File: src/sv/sevm_pkg.sv
// Shared types, constants and helpers for the smoothed Euler view matrix block.
// No dependencies.
package sevm_pkg;

    localparam int CORDIC_TABLE_LEN = 24;
    localparam logic signed [33:0] CORDIC_GAIN_Q30 = 34'sd652032874;

    typedef enum logic [1:0] {
        REG_SMOOTH_ENABLE = 2'd0,
        REG_POS_SMOOTHNESS = 2'd1,
        REG_ROT_SMOOTHNESS = 2'd2
    } cfg_index_t;

    // Operations the controller may request from the datapath.
    typedef enum logic [3:0] {
        OP_NONE    = 4'd0,
        OP_LOAD    = 4'd1,
        OP_FACTOR  = 4'd2,
        OP_BLEND   = 4'd3,
        OP_SELECT  = 4'd4,
        OP_TRIG    = 4'd5,
        OP_PROD    = 4'd6,
        OP_ELEM    = 4'd7,
        OP_TRANS   = 4'd8,
        OP_OUTPUT  = 4'd9
    } dp_op_t;

    typedef struct packed {
        dp_op_t      op;
        logic [4:0]  idx;
        logic [3:0]  sub;
        logic        seed;
    } dp_cmd_t;

    typedef struct packed {
        logic smooth;
        logic seeded;
    } dp_status_t;

    function automatic logic signed [33:0] atan_entry(input logic [4:0] i);
        logic signed [33:0] r;
        begin
            case (i)
                5'd0: r = 34'sd536870912;
                5'd1: r = 34'sd316933406;
                5'd2: r = 34'sd167458907;
                5'd3: r = 34'sd85004756;
                5'd4: r = 34'sd42667331;
                5'd5: r = 34'sd21354465;
                5'd6: r = 34'sd10679838;
                5'd7: r = 34'sd5340245;
                5'd8: r = 34'sd2670163;
                5'd9: r = 34'sd1335087;
                5'd10: r = 34'sd667544;
                5'd11: r = 34'sd333772;
                5'd12: r = 34'sd166886;
                5'd13: r = 34'sd83443;
                5'd14: r = 34'sd41722;
                5'd15: r = 34'sd20861;
                5'd16: r = 34'sd10430;
                5'd17: r = 34'sd5215;
                5'd18: r = 34'sd2608;
                5'd19: r = 34'sd1304;
                5'd20: r = 34'sd652;
                5'd21: r = 34'sd326;
                5'd22: r = 34'sd163;
                5'd23: r = 34'sd81;
                default: r = 34'sd0;
            endcase
            return r;
        end
    endfunction

endpackage

File: src/sv/sevm_ctrl.sv
// Sequencer for the smoothed Euler view matrix block.
// Depends on sevm_pkg.
module sevm_ctrl #(
    parameter int ITERS = 16
) (
    input  logic                  aclk,
    input  logic                  aresetn,
    input  logic                  s_valid,
    output logic                  s_ready,
    output logic                  m_valid,
    input  logic                  m_ready,
    input  sevm_pkg::dp_status_t  status,
    output sevm_pkg::dp_cmd_t     cmd
);
    import sevm_pkg::*;

    typedef enum logic [9:0] {
        ST_IDLE   = 10'b0000000001,
        ST_FACTOR = 10'b0000000010,
        ST_BLEND  = 10'b0000000100,
        ST_SELECT = 10'b0000001000,
        ST_TRIG   = 10'b0000010000,
        ST_PROD   = 10'b0000100000,
        ST_ELEM   = 10'b0001000000,
        ST_TRANS  = 10'b0010000000,
        ST_OUT    = 10'b0100000000,
        ST_HOLD   = 10'b1000000000
    } state_t;

    localparam int N_IT = (ITERS > CORDIC_TABLE_LEN) ? CORDIC_TABLE_LEN : ITERS;

    state_t state_reg, state_next;
    logic [4:0] idx_reg, idx_next;
    logic [3:0] sub_reg, sub_next;
    logic       seed_reg, seed_next;

    always_ff @(posedge aclk) begin
        if (!aresetn) begin
            state_reg <= ST_IDLE;
            idx_reg <= '0;
            sub_reg <= '0;
            seed_reg <= 1'b0;
        end else begin
            state_reg <= state_next;
            idx_reg <= idx_next;
            sub_reg <= sub_next;
            seed_reg <= seed_next;
        end
    end

    always_comb begin
        state_next = state_reg;
        idx_next = idx_reg;
        sub_next = sub_reg;
        seed_next = seed_reg;
        cmd = '{op: OP_NONE, idx: idx_reg, sub: sub_reg, seed: seed_reg};
        s_ready = 1'b0;
        m_valid = 1'b0;
        case (state_reg)
            ST_IDLE: begin
                s_ready = 1'b1;
                if (s_valid) begin
                    cmd.op = OP_LOAD;
                    seed_next = !status.seeded;
                    state_next = status.smooth ? ST_FACTOR : ST_SELECT;
                end
            end
            ST_FACTOR: begin
                cmd.op = OP_FACTOR;
                sub_next = '0;
                state_next = ST_BLEND;
            end
            // One axis of position or angle per cycle: sub 0..2 position, 3..5 angle.
            ST_BLEND: begin
                cmd.op = OP_BLEND;
                if (sub_reg == 4'd5) begin
                    sub_next = '0;
                    state_next = ST_SELECT;
                end else begin
                    sub_next = sub_reg + 4'd1;
                end
            end
            ST_SELECT: begin
                cmd.op = OP_SELECT;
                idx_next = '0;
                state_next = ST_TRIG;
            end
            ST_TRIG: begin
                cmd.op = OP_TRIG;
                if (idx_reg == 5'(N_IT - 1)) begin
                    idx_next = '0;
                    sub_next = '0;
                    state_next = ST_PROD;
                end else begin
                    idx_next = idx_reg + 5'd1;
                end
            end
            // The first cycle latches sine and cosine, then one product of two Q1.14
            // terms per cycle.
            ST_PROD: begin
                cmd.op = OP_PROD;
                if (sub_reg == 4'd12) begin
                    sub_next = '0;
                    state_next = ST_ELEM;
                end else begin
                    sub_next = sub_reg + 4'd1;
                end
            end
            ST_ELEM: begin
                cmd.op = OP_ELEM;
                if (sub_reg == 4'd8) begin
                    sub_next = '0;
                    state_next = ST_TRANS;
                end else begin
                    sub_next = sub_reg + 4'd1;
                end
            end
            ST_TRANS: begin
                cmd.op = OP_TRANS;
                if (sub_reg == 4'd8) begin
                    sub_next = '0;
                    state_next = ST_OUT;
                end else begin
                    sub_next = sub_reg + 4'd1;
                end
            end
            ST_OUT: begin
                cmd.op = OP_OUTPUT;
                state_next = ST_HOLD;
            end
            ST_HOLD: begin
                m_valid = 1'b1;
                if (m_ready) state_next = ST_IDLE;
            end
            default: state_next = ST_IDLE;
        endcase
    end

endmodule

File: config.mk
export PLATFORM = sky130hd
export DESIGN_NAME = sevm_ctrl
export DESIGN_NICKNAME = d
export VERILOG_FILES = /design/src/sv/sevm_pkg.sv /design/src/sv/sevm_ctrl.sv
export SDC_FILE = /design/constraint.sdc
export NUM_CORES = 1
export LEC_CHECK = 0
export BUFFER_PORTS_ARGS = -buffer_cell sky130_fd_sc_hd__buf_4
export CORE_UTILIZATION = 52
export CTS_CLUSTER_DIAMETER = 120
export DETAILED_ROUTE_END_ITERATION = 12
export PLACE_DENSITY = 0.8
export SYNTH_ARGS = -nofsm -noshare
export SYNTH_HDL_FRONTEND = slang
export SYNTH_SLANG_ARGS = --single-unit
File: constraint.sdc
create_clock -name aclk -period 4 [get_ports aclk]
set_clock_uncertainty 0.05 [all_clocks]
set_input_delay 0.8 -clock aclk [delete_from_list [all_inputs] [get_ports aclk]]
set_output_delay 0.8 -clock aclk [all_outputs]
set_load 0.1 [all_outputs]
==> summary.md <==
| Metric | Value |
|---|---|
| Layout Cells excl Fill | `215` |
| CP delay by family, top | `simple AND/OR/NAND/NOR gates` |
| Async set-reset flop share out of synthesis | `0%` |
| Pwr Total | `0.604 mW` |
| MaxCap Viol Count | `0` |
| Setup TNS | `0 ps` |
| DR WL/cell | `between 10 and 15 um` |
| Placed Instances | `211` |
| Req. time, crit path | `3150 ps` |
| GP Congestion | `1.01` |
| Largest net degree at the start of global routing | `13` |
| DR iter-0 viols | `52` |
| PwrDens | `a little under 400 nW/um2` |
| Clk_lat worst skew | `320 ps` |
| Grt ovf | `0` |
| Total CTS buffers | `3` |
| Slew HR | `between 60% and 70%` |
| Max FFs per register | `10` |
| Clk sinks | `20` |
| Die ar. | `approximately 2800 um2` |
| Clock root buffer | `clkbuf_4` |
| # DRC | `0` |
| Final period util | `between 70% and 80%` |
| Peak supply drop | `469 uV` |
| Detailed-route wire length | `3.22 mm` |
| Setup crit start kind | `flip-flop` |
| Hold Path Class | `reg2reg` |
| Synth warnings | `0` |
| Synth top area cells | `dfxtp_1, nor4_4, a21oi_1, nor2_1, ha_1` |
| Initial core utilization | `54.7%` |
| Seq/Total Area, Yosys | `29.5%` |
| Htree depth | `1` |
| Cts repair resizes | `0` |
| Synth cell types | `45` |
| CP arrival | `2240 ps` |
| Hold Buf Count CTS | `0` |
| Most frequent cell after synthesis | `dfxtp_1` |
| Net Count, Synth | `180` |
| Highest-delay cell along the critical path | `or4_4` |
| Post-DP HPWL | `2.43 mm` |
| CP max stage delay | `between 600 and 700 ps` |
| F_max | `around 320 MHz` |
| DRT Pass-1 Iters | `5` |
| Placed cell area | `approximately 1500 um2` |
| Antenna Nets Post-Route | `0` |
| GRT Total Usage | `27.0%` |
| Post-CTS Setup Bufs | `0` |
| Fill cells | `217` |
| Final worst setup slack | `slightly above 900 ps` |
| PortBufs | `21` |
| Post-route cell area | `~1500 um2` |
| Critical Path, Cell by Cell | `or4_4 > nor3_1 > nand2_1 > nand3_1 > buf_4` |
| Post-layout util | `62.3%` |
| Predominant post-synthesis flop cell | `dfxtp_1` |
| Synth top cells by count | `dfxtp_1, nor2_1, a21oi_1, nand2_1, nand3_1` |
| N_diodes | `0` |
| Core Region | `2480 um2` |
| Area added between synthesis and finish | `13.9%` |
| IO Pins | `22` |
| Worst slew pin tran | `roughly 550 ps` |
| Synth Cell Area | `approximately 1400 um2` |
| Largest area contributor in the netlist | `dfxtp_1` |
| Setup CP Type | `reg2out` |
| First-pass GRT wire length | `5.44 mm` |
| Post-synth top area share | `between 20% and 30%` |
| Die Y | `53.0 um` |
| Number of global-route vias before repair | `1194` |
| Post-synth EDFFs | `0` |
| Die width | `53.0 um` |
| Count of final hold-check violations | `0` |
| Leak pwr | `0.659 nW` |
| Endpoints failing setup | `0` |
| Cells after Synth | `170` |
| Status | `completed` |
| Max Fanout on Critical Path | `10` |
| Max clock buf depth | `2` |
| Tmin final | `3090 ps` |
| Flops & latches, synth | `20` |
| Layout cells sized above 1 | `19.5%` |
| Initial antenna violation count | `0` |
| Crit end category | `primary output` |
| CTS tree | `yes` |
| Unrepaired setup endpoints after global routing | `no` |
| Final #Nets | `just under 200` |
| Avg Cell Area, Syn | `7.97 um2` |
| Rows | `18` |
| Vias | `1344` |
| Clock slew seen by the registers of the worst setup and hold paths | `120 ps` |
| Final-report max-slew violation count | `0` |
| DR vias/cell | `between 6 and 7` |
| Worst hold slack | `a little over 400 ps` |
| Pre-CTS setup slack | `~1300 ps` |
| WP buf/inv | `1` |
[path summary, 6_finish.rpt]
kind | start | endpoint | slack (ps) | cells after the start
worst max-delay path | state_reg[1]$_SDFFE_PN0P_ | cmd[11] | 910 | 5
worst min-delay path | idx_reg[4]$_SDFFE_PN0P_ | idx_reg[4]$_SDFFE_PN0P_ | 410 | 2
worst max register to register | state_reg[4]$_SDFFE_PN0P_ | state_reg[6]$_SDFFE_PN0P_ | 1670 | 6
worst min register to register | idx_reg[4]$_SDFFE_PN0P_ | idx_reg[4]$_SDFFE_PN0P_ | 410 | 2
[report_power, final]
part	total, mW	switching (mW)	internal, mW
clock network	0.170	0.0687	0.102
registers	0.226	0.0186	0.208
logic	0.207	0.144	0.0628
total	0.604	0.232	0.372
[worst min-delay path, delay by kind of cell (launching register included)]
kind	cells	cell delay, ps
AND/OR/NAND/NOR	2	90
flip-flops	1	350
[layer usage]
metal | track usage [%] | routed length [um]
met3 | 5.17 | 265
met5 | 0 | 0
met4 | 11.8 | 38
met2 | 44.7 | 1550
met1 | 33.6 | 1370
[cells by family after synthesis]
family,after synthesis,synth area share [%]
muxes,2,1.48
AOI/OAI and AO/OA,37,16.3
buffers and inverters,18,6.56
adders and majority gates,4,3.69
DFF,20,29.5
xor gates and xnor gates,5,3.23
and+or+nand+nor,84,39.2
[layout by cell type, fill, tap and decap left out, drive strengths merged, types with 2 or more instances in the layout]
master	instances
nor3	9
dfxtp	20
nor4	7
a21o	2
and3	3
nand2b	4
xor2	4
o21a	2
nand4	6
mux2i	2
a21oi	14
nand2	12
inv	8
o22ai	3
or3	3
clkbuf	3
nand3	10
ha	4
o21ai	9
nor2	15
buf	21
and2	4
nand3b	3
[final cells by class]
type                    count  area (um2)  area share (%)
flip-flops and latches     20         400            25.9
repair buffers             21         158            10.2
inverters                   8        30.0            1.94
well taps                  30        37.5            2.43
multi-input cells         132         866            56.1
clock buffers               3        22.5            1.46
clock inverters             1        30.0            1.94
No activity file was read; power rests on OpenSTA's default activity.
